**config.mk**
```make
export PLATFORM = sky130hd
export DESIGN_NAME = msa_window_ram
export DESIGN_NICKNAME = d
export VERILOG_FILES = /design/src/rtl/msa_pkg.sv /design/src/rtl/msa_window_ram.sv
export SDC_FILE = /design/constraint.sdc
export NUM_CORES = 2
export LEC_CHECK = 0
export BUFFER_PORTS_ARGS = -buffer_cell sky130_fd_sc_hd__buf_4
export CORE_MARGIN = 1.5
export CORE_UTILIZATION = 45
export CTS_BUF_LIST = sky130_fd_sc_hd__clkbuf_2 sky130_fd_sc_hd__clkbuf_4 sky130_fd_sc_hd__clkbuf_8
export CTS_CLUSTER_DIAMETER = 200
export DETAILED_ROUTE_END_ITERATION = 16
export GPL_ROUTABILITY_DRIVEN = 1
export GPL_TIMING_DRIVEN = 0
export SLEW_MARGIN = 20
export SYNTH_ARGS = -nofsm -noshare
export SYNTH_HDL_FRONTEND = slang
export SYNTH_MEMORY_MAX_BITS = 65536
export SYNTH_SLANG_ARGS = --single-unit
```
**constraint.sdc**
```tcl
create_clock -name clk -period 2.7 [get_ports clk]
set_clock_uncertainty 0.1 [all_clocks]
set_input_delay 0.27 -clock clk [delete_from_list [all_inputs] [get_ports clk]]
set_output_delay 0.27 -clock clk [all_outputs]
set_load 0.1 [all_outputs]
```
**src/rtl/msa_pkg.sv**
```systemverilog
// Shared types, widths and a helper function for the six-axis moving average.
// No dependencies; every other file in rtl/ refers to this package by scope.
package msa_pkg;

    localparam int AXES       = 6;
    localparam int SAMPLE_W   = 16;
    localparam int MEAN_W     = 24;
    localparam int FRAC_W     = 8;
    localparam int WINDOW_DEF = 50;

    typedef logic [AXES-1:0][SAMPLE_W-1:0] frame_t;

    typedef struct packed {
        logic s2_load;
        logic s3_load;
        logic out_load;
    } pipe_ctrl_t;

    // Running sum of WINDOW samples of SAMPLE_W bits, signed.
    function automatic int sum_width(input int window);
        return $clog2(window) + SAMPLE_W;
    endfunction

endpackage

```
**src/rtl/msa_window_ram.sv**
```systemverilog
// Sample window store: one synchronous RAM of frames, per-entry valid bits
// cleared at reset, and write-to-read forwarding. Depends on msa_pkg.
module msa_window_ram #(
    parameter int WINDOW = msa_pkg::WINDOW_DEF
) (
    input  logic                                        clk,
    input  logic                                        rst_n,
    input  logic                                        rd_en,
    input  logic [(WINDOW > 1 ? $clog2(WINDOW) : 1)-1:0] rd_addr,
    input  logic                                        wr_en,
    input  logic [(WINDOW > 1 ? $clog2(WINDOW) : 1)-1:0] wr_addr,
    input  msa_pkg::frame_t                             wr_data,
    output msa_pkg::frame_t                             old_data
);

    msa_pkg::frame_t   mem [WINDOW];
    msa_pkg::frame_t   rd_data_reg;
    msa_pkg::frame_t   fwd_data_reg;
    logic [WINDOW-1:0] vld_reg;
    logic              rd_vld_reg;
    logic              hit_reg;

    always_ff @(posedge clk)
    begin
        if (wr_en)
        begin
            mem[wr_addr] <= wr_data;
        end
        if (rd_en)
        begin
            rd_data_reg  <= mem[rd_addr];
            fwd_data_reg <= wr_data;
        end
    end

    always_ff @(posedge clk or negedge rst_n)
    begin
        if (!rst_n)
        begin
            vld_reg    <= '0;
            rd_vld_reg <= 1'b0;
            hit_reg    <= 1'b0;
        end
        else
        begin
            if (wr_en)
            begin
                vld_reg[wr_addr] <= 1'b1;
            end
            if (rd_en)
            begin
                rd_vld_reg <= vld_reg[rd_addr];
                hit_reg    <= wr_en && (wr_addr == rd_addr);
            end
        end
    end

    // Take the same-cycle write, else stored data, else a cleared entry.
    always_comb
    begin
        if (hit_reg)
        begin
            old_data = fwd_data_reg;
        end
        else if (rd_vld_reg)
        begin
            old_data = rd_data_reg;
        end
        else
        begin
            old_data = '0;
        end
    end

endmodule

```
==> flow_summary_export.csv <==
group,metric,value,unit
status,outcome,"finished with violations",
status,violated_checks,"negative setup slack",
global_route,antenna_found_initial,57,
timing,relSlewSlack,0.2024,
job,max_cap_violations,0,
clock_tree,cts_inserted_buffers,779,
route,vias_per_cell,5.887,
synthesis,synthesis.nets,9462,
setup_path,worst_setup_path_start_kind,"flip-flop",
power_and_ir_drop,internal-power,0.1233,W
layout,layout.cells.most_common,"edfxtp_1",
synthesis,synth-async-reset-ratio,0.01031,
clock_tree,reg_clk_slew_reported_paths,0.07,ns
route,met1_length,222900,um
floorplanning,start_util,0.4529,
route,detailedRoute.firstPassIterationCount,6,
worst_hold_path,worst_hold_launch,"rd_addr[4]",
placed_design,port_buffers,200,
timing,final_worst_setup_slack,-0.7473,ns
synthesis,mappedNetlistArea,193800,um2
setup_path,reg2reg_from,"mem[9][79]$_DFFE_PP_",
clock_tree,clock_sink_count,5044,
route,detail-route-antenna-nets,0,
power_and_ir_drop,cellPowerDensity,691.8,nW/um2
power_and_ir_drop,clockPowerShare,0.382,
layout,multi_input_comb_area,41440,um2
clock_tree,ctsLongestPathBuffers,4,
route,drt-wirelength-per-cell,33.30,um
synthesis,synth.distinct_cells,45,
timing,setup_viol,116,
power_and_ir_drop,power_switching,0.03777,W
setup_path,timing.critical_path.required,2.33,ns
floorplanning,chipHeight,659.3,um
floorplanning,fp.dieArea,434700,um2
placed_design,gp_congestion,0.8211,
timing,worstMarginPinSlew,1.196,ns
power_and_ir_drop,comb_pwr_share,0.076,
global_route,globalRouteTotalUtil,0.2612,
global_route,grt_pass1_wl,793500,um
synthesis,syn_area_per_cell,20.73,um2
layout,fill_count,32424,
worst_hold_path,min-delay-path-class,"in -> reg",
route,routed.top_layer,"met5",
layout,stdcell_area,232900,um2
timing,timing_max_transition_violations_final,0,
layout,flip_flop_count_of_the_largest_register_after_layout,4800,
timing,period_minus_slack,3.447,ns
power_and_ir_drop,vdd_drop_max,0.5073,mV
setup_path,worstRegToRegCells,5,
floorplanning,placeableCoreArea,427900,um2
synthesis,yosys_register_bits,5044,
layout,final_cell_mix,"4992 x edfxtp_1, 1062 x mux2i_1, 793 x clkbuf_8",
placed_design,placed_cell_area,210600,um2
power_and_ir_drop,power.leakage,77.92,nW
floorplanning,chipWidth,659.3,um
clock_tree,clkLatencyLatePin,1.28,ns
layout,final_layout_size_suffix_gt1_frac,0.2944,
timing,hold_violation_count_in_the_final_report,0,
route,num_vias,102215,
power_and_ir_drop,swShare,0.2344,
clock_tree,cts-htree-levels,6,
route,wl_met3,47660,um
global_route,grt.overflow.total,0,
timing,timing.final.crit_share,1.277,
synthesis,number_of_flops_mapped_to_enable_cells_by_yosys,4992,
timing,grt_setup_unrepaired,"true",
power_and_ir_drop,seqPwrFrac,0.542,
synthesis,postSynthCellCount,9350,
global_route,pin_count_of_the_biggest_net_entering_global_routing,73,
setup_path,capturing_element_type_of_the_critical_path,"output port",
clock_tree,cts_root_buf,"clkbuf_8",
layout,layout-area-overhead-vs-synth,20.16,%
global_route,grt_pass1_vias,104357,
synthesis,synth-main-ff-cell,"edfxtp_1",
timing,timing.fmax,290.1,MHz
route,detail_route.drc_violations,0,
floorplanning,fp-row-count,240,
setup_path,r2r_end,"rd_data_reg[79]$_DFFE_PP_",
setup_path,crit_type,"reg -> out",
route,initial_drt_markers,12155,
synthesis,yosysWarningCount,0,
timing,totalNegativeSetupSlack,-60.44,ns
worst_hold_path,holdPathStages,8,
synthesis,portion_of_the_post_synthesis_area_used_by_sequential_elements,0.7801,
placed_design,dp_hpwl,398200,um
floorplanning,pin_count,208,
setup_path,crit_fanout,8,
worst_hold_path,min_to,"rd_vld_reg$_DFFE_PN0P_",
clock_tree,tritoncts,"done",
setup_path,timing.reg2reg.setup_slack,0.45,ns
setup_path,critical_path_arrival,3.08,ns
route,postRouteWirelength,578200,um
route,detailroute.wirelength.met2,279200,um
timing,whs,0.1082,ns
layout,seqCellArea,151200,um2
layout,nets,11136,
## power groups by stage
stage                     sequential, W  combinational (W)  clock (W)
after floorplan                  0.0889            0.00583          0
after global placement           0.0889             0.0102          0
after detailed placement         0.0889             0.0107          0
after CTS                        0.0873             0.0122     0.0622
after global routing             0.0874             0.0127     0.0655
final                            0.0873             0.0123     0.0615
## cell type report
| class | instances | share of cell area |
|---|---|---|
| repair buffers | 896 | 0.06420 |
| clock buffers | 1055 | 0.05520 |
| clock inverters | 344 | 0.008456 |
| diodes | 34 | 0.0003653 |
| plain buffers | 556 | 0.01401 |
| multi-input cells | 3747 | 0.1779 |
| flip-flops and latches | 5044 | 0.6493 |
| well taps | 5687 | 0.03055 |
## Yosys cell counts, drive strengths merged, types with 6 or more instances
cell type  instances  area, um2
o22ai             97      606.8
nor4              97      606.8
or2               53      331.6
nor2             299       1122
nor2b             61      381.6
nand2b             6      37.54
clkbuf           268       1010
nand3              6      30.03
mux2i           1062      10630
dfrtp             52       1301
a211o             97      849.6
buf              291       1692
o221ai            95      832.1
o211ai            46      345.3
a2bb2oi           50      437.9
a22o              95      832.1
a22oi             50      375.4
nand2            111      416.7
mux2             289       3254
o21ai            242       1211
mux4             680      15310
edfxtp          4992     149900
o22a              95      832.1
a21oi             94      470.5
o311ai            51      446.7
a211oi            50      375.4
## stage by stage
stage | util | std cells | worst slack (ns) | total power (W)
after floorplan | - | 9350 | -0.2531 | 0.09470
after global placement | 0.4743 | 15237 | -3.541 | 0.09916
after detailed placement | 0.4921 | 15560 | -2.192 | 0.09960
after CTS | 0.5426 | 17294 | -0.8615 | 0.1617
after global routing | 0.5441 | 17343 | -0.7453 | 0.1656
final | 0.5443 | 17363 | -0.7473 | 0.1611
## timing repair
action	in CTS	in global routing
setup endpoints to repair	186	469
pin swaps	12	23
resized for setup	489	67
hold buffers	308	0
buffers inserted	20	32
gates cloned	9	3
endpoints found under the hold margin	8013	0
## critical path, cell delays in order (launching register included)
cell	delay (ns)
dfrtp_4	0.53
nor2b_4	0.14
clkbuf_16	0.18
clkbuf_16	0.20
clkbuf_16	0.19
buf_16	0.17
a22o_4	0.16
buf_12	0.17
## logic make-up (layout without fill, tap and decap cells)
logic type	after synthesis	after routing	share of synthesized area
other	0	34	0
buffers and inverters	559	2851	0.01394
and+or+nand+nor	645	645	0.01555
muxes	2031	2031	0.1507
DFF	5044	5044	0.7801
xor gates and xnor gates	6	6	0.0002712
AOI/OAI and AO/OA	1065	1065	0.03944
## worst max-delay path by stage
stage | cells after the start | slack, ns | startpoint | to
after floorplan | 3 | -0.25 | wr_addr[4] | mem[21][0]$_DFFE_PP_
after global placement | 7 | -3.54 | rd_addr[5] | rd_data_reg[92]$_DFFE_PP_
after detailed placement | 9 | -2.19 | rd_addr[2] | rd_data_reg[12]$_DFFE_PP_
after CTS | 7 | -0.86 | hit_reg$_DFFE_PN0P_ | old_data[62]
after global routing | 7 | -0.75 | hit_reg$_DFFE_PN0P_ | old_data[91]
final | 7 | -0.75 | hit_reg$_DFFE_PN0P_ | old_data[61]
## per-layer routing
metal	vias to the layer above	global-route usage
li1	42361	-
met1	53654	0.3382
met2	5005	0.4296
met3	1163	0.05199
met4	32	0.1159
met5	-	0
Power figures use the tool's default switching activity.
