File: src/rtl/msa_pkg.sv
// Shared types, widths and a helper function for the six-axis moving average.
// No dependencies; every other file in rtl/ refers to this package by scope.
package msa_pkg;

    localparam int AXES       = 6;
    localparam int SAMPLE_W   = 16;
    localparam int MEAN_W     = 24;
    localparam int FRAC_W     = 8;
    localparam int WINDOW_DEF = 50;

    typedef logic [AXES-1:0][SAMPLE_W-1:0] frame_t;

    typedef struct packed {
        logic s2_load;
        logic s3_load;
        logic out_load;
    } pipe_ctrl_t;

    // Running sum of WINDOW samples of SAMPLE_W bits, signed.
    function automatic int sum_width(input int window);
        return $clog2(window) + SAMPLE_W;
    endfunction

endpackage

File: src/rtl/msa_accum.sv
// Running sums: subtract the oldest sample, add the new one, per axis.
// Depends on msa_pkg.
module msa_accum #(
    parameter int WINDOW = msa_pkg::WINDOW_DEF
) (
    input  logic                                               clk,
    input  logic                                               rst_n,
    input  logic                                               upd,
    input  msa_pkg::frame_t                                    new_frame,
    input  msa_pkg::frame_t                                    old_frame,
    output logic signed [msa_pkg::sum_width(WINDOW)-1:0]       sum_next [msa_pkg::AXES]
);

    localparam int SW = msa_pkg::sum_width(WINDOW);

    logic signed [SW-1:0] sum_reg [msa_pkg::AXES];

    always_comb
    begin
        for (int a = 0; a < msa_pkg::AXES; a++)
        begin
            sum_next[a] = sum_reg[a] + SW'(signed'(new_frame[a]))
                                     - SW'(signed'(old_frame[a]));
        end
    end

    always_ff @(posedge clk or negedge rst_n)
    begin
        if (!rst_n)
        begin
            for (int a = 0; a < msa_pkg::AXES; a++)
            begin
                sum_reg[a] <= '0;
            end
        end
        else if (upd)
        begin
            for (int a = 0; a < msa_pkg::AXES; a++)
            begin
                sum_reg[a] <= sum_next[a];
            end
        end
    end

endmodule

File: config.mk
export PLATFORM = sky130hd
export DESIGN_NAME = msa_accum
export DESIGN_NICKNAME = d
export VERILOG_FILES = /design/src/rtl/msa_pkg.sv /design/src/rtl/msa_accum.sv
export SDC_FILE = /design/constraint.sdc
export NUM_CORES = 1
export LEC_CHECK = 0
export ABC_AREA = 1
export BUFFER_PORTS_ARGS = -buffer_cell sky130_fd_sc_hd__buf_2
export CELL_PAD_IN_SITES_DETAIL_PLACEMENT = 0
export CELL_PAD_IN_SITES_GLOBAL_PLACEMENT = 2
export CORE_ASPECT_RATIO = 0.75
export CORE_MARGIN = 4
export CORE_UTILIZATION = 25
export DETAILED_ROUTE_END_ITERATION = 6
export GPL_TIMING_DRIVEN = 0
export PLACE_DENSITY_LB_ADDON = 0.05
export SLEW_MARGIN = 20
export SYNTH_ARGS = -nofsm -noshare
export SYNTH_HDL_FRONTEND = slang
export SYNTH_SLANG_ARGS = --single-unit
File: constraint.sdc
create_clock -name clk -period 3.2 [get_ports clk]
set_input_delay 0.48 -clock clk [delete_from_list [all_inputs] [get_ports clk]]
set_output_delay 0.48 -clock clk [all_outputs]
set_load 0.01 [all_outputs]
==> flow_metrics.env, run 1 <==
export IMPL_outcome="complete, but fails checks"
export IMPL_violated_checks="setup timing"
export IMPL_synth_sequential_area_ratio_pct=18.3
export IMPL_fillers=7373
export IMPL_r2r_start="sum_reg[89]$_DFFE_PN0P_"
export IMPL_clock_skew_ns=0.0116
export IMPL_floorplan_initialDensity_pct=25.5
export IMPL_synth_area_um2=18000
export IMPL_cts_sink_count=132
export IMPL_synthAdderAreaFrac_pct=23.6
export IMPL_globalplace_congestion=0.819
export IMPL_place_hpwl_um=55700
export IMPL_pre_cts_worst_setup_slack_ns=-0.354
export IMPL_cp_arrival_ns=3.77
export IMPL_mux_contribution_to_synthesized_area_pct=0
export IMPL_crit_fanout=3
export IMPL_die_h_um=240
export IMPL_critPathRequiredTime_ns=3.59
export IMPL_cts_root_buf="clkbuf_16"
export IMPL_hp_class="in2reg"
export IMPL_groute_usage_overall_pct=18.8
export IMPL_largest_family_of_logic_cells_by_synthesized_area="simple AND/OR/NAND/NOR gates"
export IMPL_inserted_clock_buffers=17
export IMPL_critPathLaunch="sum_reg[89]$_DFFE_PN0P_"
export IMPL_clock_tree_from_tritoncts="built"
export IMPL_final_net_count=3971
export IMPL_clock_latency_ns=0.50
export IMPL_count_of_final_setup_violators=64
export IMPL_synthesis_nets=3272
export IMPL_antenna_violating_nets_post_route=0
export IMPL_grt_antenna_before_repair=6
export IMPL_number_of_flip_flops_under_the_largest_register_name=132
export IMPL_die_width_um=318
export IMPL_cts_clk_slew_worst_paths_ns=0.07
export IMPL_buffers_from_clock_root_to_sink_at_most=2
export IMPL_synth_simple_area_share_pct=33.1
export IMPL_synth_yosys_warnings=0
export IMPL_timing_max_slew_rel_slack_pct=29.2
export IMPL_worstMarginPinSlew_ns=1.06
export IMPL_mostFrequentLayoutCell="inv_1"
export IMPL_areaGrowthSynthToFinish_pct=69.1
export IMPL_drc_errors=0
export IMPL_final_cell_count_no_fill=4474
export IMPL_grt_overflow=0
export IMPL_design_portCount=327
export IMPL_viasPerCell=4.28
export IMPL_placeableCoreArea_um2=70700
export IMPL_layout_cells_most_common_list="inv_1 (586), nand2_1 (510), buf_2 (258)"
export IMPL_htree_levels=4
export IMPL_rsz0062_at_grt="yes"
export IMPL_multi_input_comb_area_um2=17000
export IMPL_dp_cells=4086
export IMPL_detail_route_iter0_violations=686
export IMPL_synthCells=2813
export IMPL_num_rows=84
export IMPL_post_route_cells_drive_above_1_share_pct=50.4
export IMPL_cap_viol_max_count=0
export IMPL_finalWirelength_um=72500
export IMPL_final_seq_area_um2=3300
export IMPL_die_area_um2=76400
export IMPL_fmaxAchievable_mhz=295
export IMPL_crit_type="reg2reg"
export IMPL_grt_max_degree=68
export IMPL_finalHoldViolations=0
export IMPL_timing_hold_worst_start="new_frame[48]"
export IMPL_post_synth_cell_area_avg_um2=6.40
export IMPL_setup_worst_path_start_class="flip-flop"
export IMPL_synthesis_stage_register_bit_count=132
export IMPL_routed_wire_length_per_instance_um=16.2
export IMPL_synth_xor_area_share_pct=2.72
export IMPL_tcrit_tclk_final_pct=106
export IMPL_period_minus_slack_ns=3.39
export IMPL_timing_final_ws_setup_ns=-0.186
export IMPL_cp_end_kind="flip-flop"
export IMPL_detailroute_via_count=19154
export IMPL_ys_types=30
export IMPL_detailedRoute_firstPassIterationCount=5
export IMPL_drv_slew=0
export IMPL_synth_compound_gate_area_share_pct=5.46
export IMPL_holdWs_ns=0.345
export IMPL_vias_in_the_first_global_route=19807
export IMPL_grt_first_pass_wirelength_um=111000
export IMPL_buffer_ports_inserted=325
[logic make-up after synthesis]
logic type,count (synthesis)
adders and majority gates,264
xor gates and xnor gates,56
DFF,132
and+or+nand+nor,1376
buffers and inverters,804
AOI/OAI and AO/OA,181
[through the flow]
step           util [%]  TNS, ns  instance area [um2]
2_1_floorplan         -        0                18000
3_3_place_gp       29.4  -153.97                20800
3_5_place_dp       29.5    -7.79                20900
4_1_cts            39.0    -7.17                27600
5_1_grt            43.0   -16.88                30400
6_report           43.0    -4.28                30400
[what timing repair did]
item	4_1_cts	5_1_grt
hold buffers	1	0
setup buffers	265	112
resized for setup	918	610
hold endpoints to repair	38	0
pin swaps	288	398
endpoints found under the setup margin	106	120
[final timing paths]
| kind | endpoint | slack (ns) | depth (start not counted) |
|---|---|---|---|
| hold reg to reg | sum_reg[64]$_DFFE_PN0P_ | 0.48 | 2 |
| hold / removal | sum_reg[44]$_DFFE_PN0P_ | 0.35 | 4 |
| setup reg to reg | sum_reg[104]$_DFFE_PN0P_ | -0.19 | 22 |
| setup / recovery | sum_reg[104]$_DFFE_PN0P_ | -0.19 | 22 |
| min in group asynchronous | sum_reg[74]$_DFFE_PN0P_ | 0.53 | 2 |
| max in group asynchronous | sum_reg[19]$_DFFE_PN0P_ | 1.76 | 3 |
[worst max-delay path, cell delays in order, from the launching register on]
cell      delay (ns)
dfrtp_1         0.39
inv_2           0.06
fa_2            0.47
fa_2            0.40
inv_2           0.10
nand3_4         0.08
nand3_4         0.08
nand2_2         0.07
nand2_2         0.08
nand3b_1        0.16
nand2_1         0.12
nand2_2         0.07
buf_4           0.13
buf_4           0.12
buf_4           0.12
buf_4           0.12
buf_4           0.12
buf_4           0.12
buf_4           0.12
buf_4           0.12
buf_4           0.12
nand3_1         0.06
nand2_1         0.05
[cells in the mapped netlist]
master | count | area [um2]
buf_1 | 8 | 30.0
nor2_2 | 12 | 75.1
and2_2 | 1 | 7.51
nand3b_1 | 52 | 390
nand2_2 | 9 | 56.3
and2_1 | 78 | 488
nor3_1 | 11 | 55.1
inv_1 | 775 | 2910
o21ai_2 | 4 | 35.0
nor2_4 | 2 | 22.5
buf_2 | 6 | 30.0
ha_1 | 138 | 1730
or2_2 | 4 | 25.0
nand3_1 | 173 | 866
fa_1 | 126 | 2520
o21bai_1 | 18 | 135
xnor2_1 | 10 | 87.6
clkbuf_1 | 15 | 56.3
xor2_1 | 46 | 403
a21oi_1 | 71 | 355
o21bai_2 | 1 | 11.3
dfrtp_1 | 132 | 3300
or2_1 | 6 | 37.5
nand4_1 | 23 | 144
a21oi_2 | 3 | 26.3
nor4_1 | 8 | 50.1
nand2_1 | 862 | 3240
nor2_1 | 135 | 507
o21ai_1 | 2 | 10.0
o21ai_0 | 82 | 410
[cell type report]
class,count,share of cell area (%)
multi-input combinational,1877,55.9
tap,946,3.89
clock buffer,18,1.44
sequential,132,10.8
antenna,3,0.0247
timing repair buffer,680,17.2
inverter,775,9.69
buffer,29,0.403
clock inverter,14,0.666
[per-layer routing]
metal | vias up | share of wire (%) | GRT usage, %
li1 | 9707 | - | -
met1 | 9167 | 47 | 25.2
met2 | 224 | 48 | 31.9
met3 | 54 | 2.9 | 2.84
met4 | 2 | 1.7 | 4.80
met5 | - | 0.018 | 0
Power of run 1 is left out: the tool's default activity adds up to more than one toggle a clock period on the data nets, which glitch-free logic cannot reach.
==> inputs of run 2 (changes only) <==
--- a/config.mk
+++ b/config.mk
@@ -7,8 +7,8 @@
 export LEC_CHECK = 0
 export ABC_AREA = 1
 export BUFFER_PORTS_ARGS = -buffer_cell sky130_fd_sc_hd__buf_2
-export CELL_PAD_IN_SITES_DETAIL_PLACEMENT = 0
-export CELL_PAD_IN_SITES_GLOBAL_PLACEMENT = 2
+export CELL_PAD_IN_SITES_DETAIL_PLACEMENT = 1
+export CELL_PAD_IN_SITES_GLOBAL_PLACEMENT = 1
 export CORE_ASPECT_RATIO = 0.75
 export CORE_MARGIN = 4
 export CORE_UTILIZATION = 25
==> run 2 against run 1 <==
The flow still finishes with violations (setup timing). Register-to-register slack better by 0.18 ns. Highest routed layer unchanged. Setup slack worse by 0.039 ns. Final cell count up 1.6%. Wire length up 8.7%. Non-clock buffer count up 69. Die area unchanged. Clock skew down 0.0011 ns. Global-route usage up 1.2 points. Via count up 4.3%. Clock-buffer cell count up 2. Core utilization up 1.1 points.
==> flow_metrics.env, run 2 (same netlist as run 1, synthesis figures left out) <==
export IMPL_r2r_start="sum_reg[53]$_DFFE_PN0P_"
export IMPL_htree_levels=4
export IMPL_timing_final_ws_setup_ns=-0.225
export IMPL_detailroute_via_count=19983
export IMPL_rsz0062_at_grt="yes"
export IMPL_fillers=8527
export IMPL_setup_worst_path_start_class="flip-flop"
export IMPL_layout_cells_most_common_list="inv_1 (571), nand2_1 (488), buf_4 (322)"
export IMPL_viasPerCell=4.40
export IMPL_cap_viol_max_count=0
export IMPL_grt_first_pass_wirelength_um=119000
export IMPL_finalHoldViolations=0
export IMPL_crit_type="reg2out"
export IMPL_die_area_um2=76400
export IMPL_worst_path_slowest_cell="fa_1"
export IMPL_groute_usage_overall_pct=20.0
export IMPL_timing_max_slew_rel_slack_pct=24.8
export IMPL_detailedRoute_firstPassIterationCount=4
export IMPL_num_rows=84
export IMPL_clock_latency_ns=0.51
export IMPL_timing_critical_path_cells="inv_2, fa_1, inv_2, ha_4, buf_12, nand2_8, inv_4, a21oi_4, buf_6, nand2_2, nand2_2, nand4_1, and2_4, buf_6"
export IMPL_routed_wire_length_per_instance_um=17.4
export IMPL_inserted_clock_buffers=17
export IMPL_tcrit_tclk_final_pct=107
export IMPL_die_width_um=318
export IMPL_drc_errors=0
export IMPL_period_minus_slack_ns=3.42
export IMPL_pre_cts_worst_setup_slack_ns=-0.326
export IMPL_cts_root_buf="clkbuf_16"
export IMPL_cp_end_kind="primary output"
export IMPL_cts_sink_count=132
export IMPL_drv_slew=0
export IMPL_floorplan_initialDensity_pct=25.5
export IMPL_place_hpwl_um=57600
export IMPL_clock_skew_ns=0.0105
export IMPL_critPathLaunch="sum_reg[75]$_DFFE_PN0P_"
export IMPL_die_h_um=240
export IMPL_count_of_final_setup_violators=69
export IMPL_buffers_from_clock_root_to_sink_at_most=2
export IMPL_grt_antenna_before_repair=9
export IMPL_max_incr_delay_on_cp_ns=0.52
export IMPL_areaGrowthSynthToFinish_pct=73.5
export IMPL_cts_clk_slew_worst_paths_ns=0.07
export IMPL_clock_tree_from_tritoncts="built"
export IMPL_design_portCount=327
export IMPL_crit_fanout=5
export IMPL_violated_checks="setup timing"
export IMPL_antenna_violating_nets_post_route=0
export IMPL_placeableCoreArea_um2=70700
export IMPL_post_route_cells_drive_above_1_share_pct=52.9
export IMPL_mostFrequentLayoutCell="inv_1"
export IMPL_timing_reg2reg_worst_path_depth=20
export IMPL_r2r_end="sum_reg[59]$_DFFE_PN0P_"
export IMPL_hp_class="in2reg"
export IMPL_buffer_ports_inserted=325
export IMPL_rrSetupSlack_ns=-0.01
export IMPL_final_net_count=4040
export IMPL_globalplace_congestion=0.834
export IMPL_worst_setup_ep="sum_next[85]"
export IMPL_cp_arrival_ns=2.94
export IMPL_worstMarginPinSlew_ns=1.13
export IMPL_grt_overflow=0
export IMPL_grt_max_degree=68
export IMPL_finalWirelength_um=78900
export IMPL_fmaxAchievable_mhz=292
export IMPL_detail_route_iter0_violations=695
export IMPL_outcome="complete, but fails checks"
export IMPL_vias_in_the_first_global_route=21634
export IMPL_number_of_flip_flops_under_the_largest_register_name=132
export IMPL_critPathRequiredTime_ns=2.72
-- run 2: stage by stage --
step | hold slack (ns) | instances | setup TNS [ns] | cell area [um2] | utilization [%]
floorplan | 0.184 | 2813 | 0 | 18000 | -
global placement | 0.465 | 4084 | -144.17 | 20800 | 29.4
detailed placement | 0.467 | 4085 | -8.42 | 20900 | 29.5
CTS | 0.281 | 4416 | -8.96 | 27900 | 39.4
global route | 0.332 | 4542 | -17.88 | 31200 | 44.2
finish | 0.341 | 4544 | -5.95 | 31200 | 44.2
-- run 2: per-layer routing --
metal	vias to the layer above	wire, um	global-route usage, %
li1	9847	-	-
met1	9853	35300	25.8
met2	211	40000	35.5
met3	68	2120	2.91
met4	4	1410	4.30
met5	-	28	0
-- run 2: timing repair --
action                     in CTS  in global routing
setup buffers                 300                173
hold endpoints to repair       65                  0
pin swaps                     259                485
hold buffers                    1                  0
setup endpoints to repair     107                126
gates resized for setup       938                693
-- run 2: final cells by class --
cell class / count / area [um2] / share of cell area [%]
clock inverters: 12 / 130 / 0.416
well taps: 946 / 1180 / 3.79
diodes: 4 / 10.0 / 0.0320
flip-flops and latches: 132 / 3300 / 10.6
plain buffers: 29 / 121 / 0.388
multi-input cells: 1877 / 17300 / 55.4
repair buffers: 749 / 5760 / 18.4
inverters: 775 / 2970 / 9.51
clock buffers: 20 / 467 / 1.49
-- run 2: worst min path at each step --
stage	startpoint	end	depth (start not counted)
floorplan	rst_n	sum_reg[0]$_DFFE_PN0P_	0
global placement	sum_reg[104]$_DFFE_PN0P_	sum_reg[104]$_DFFE_PN0P_	2
detailed placement	sum_reg[81]$_DFFE_PN0P_	sum_reg[81]$_DFFE_PN0P_	2
CTS	new_frame[0]	sum_reg[110]$_DFFE_PN0P_	4
global route	new_frame[0]	sum_reg[110]$_DFFE_PN0P_	4
finish	new_frame[0]	sum_reg[110]$_DFFE_PN0P_	4
-- run 2: worst max-delay path, delay by kind of cell (launching register included) --
| family | cells | cell delay [ns] |
|---|---|---|
| AOI/OAI and AO/OA | 1 | 0.21 |
| adders and majority gates | 2 | 0.79 |
| DFF | 1 | 0.34 |
| and+or+nand+nor | 5 | 0.58 |
| buffers and inverters | 6 | 0.52 |
Power of run 2 is left out for the same reason.
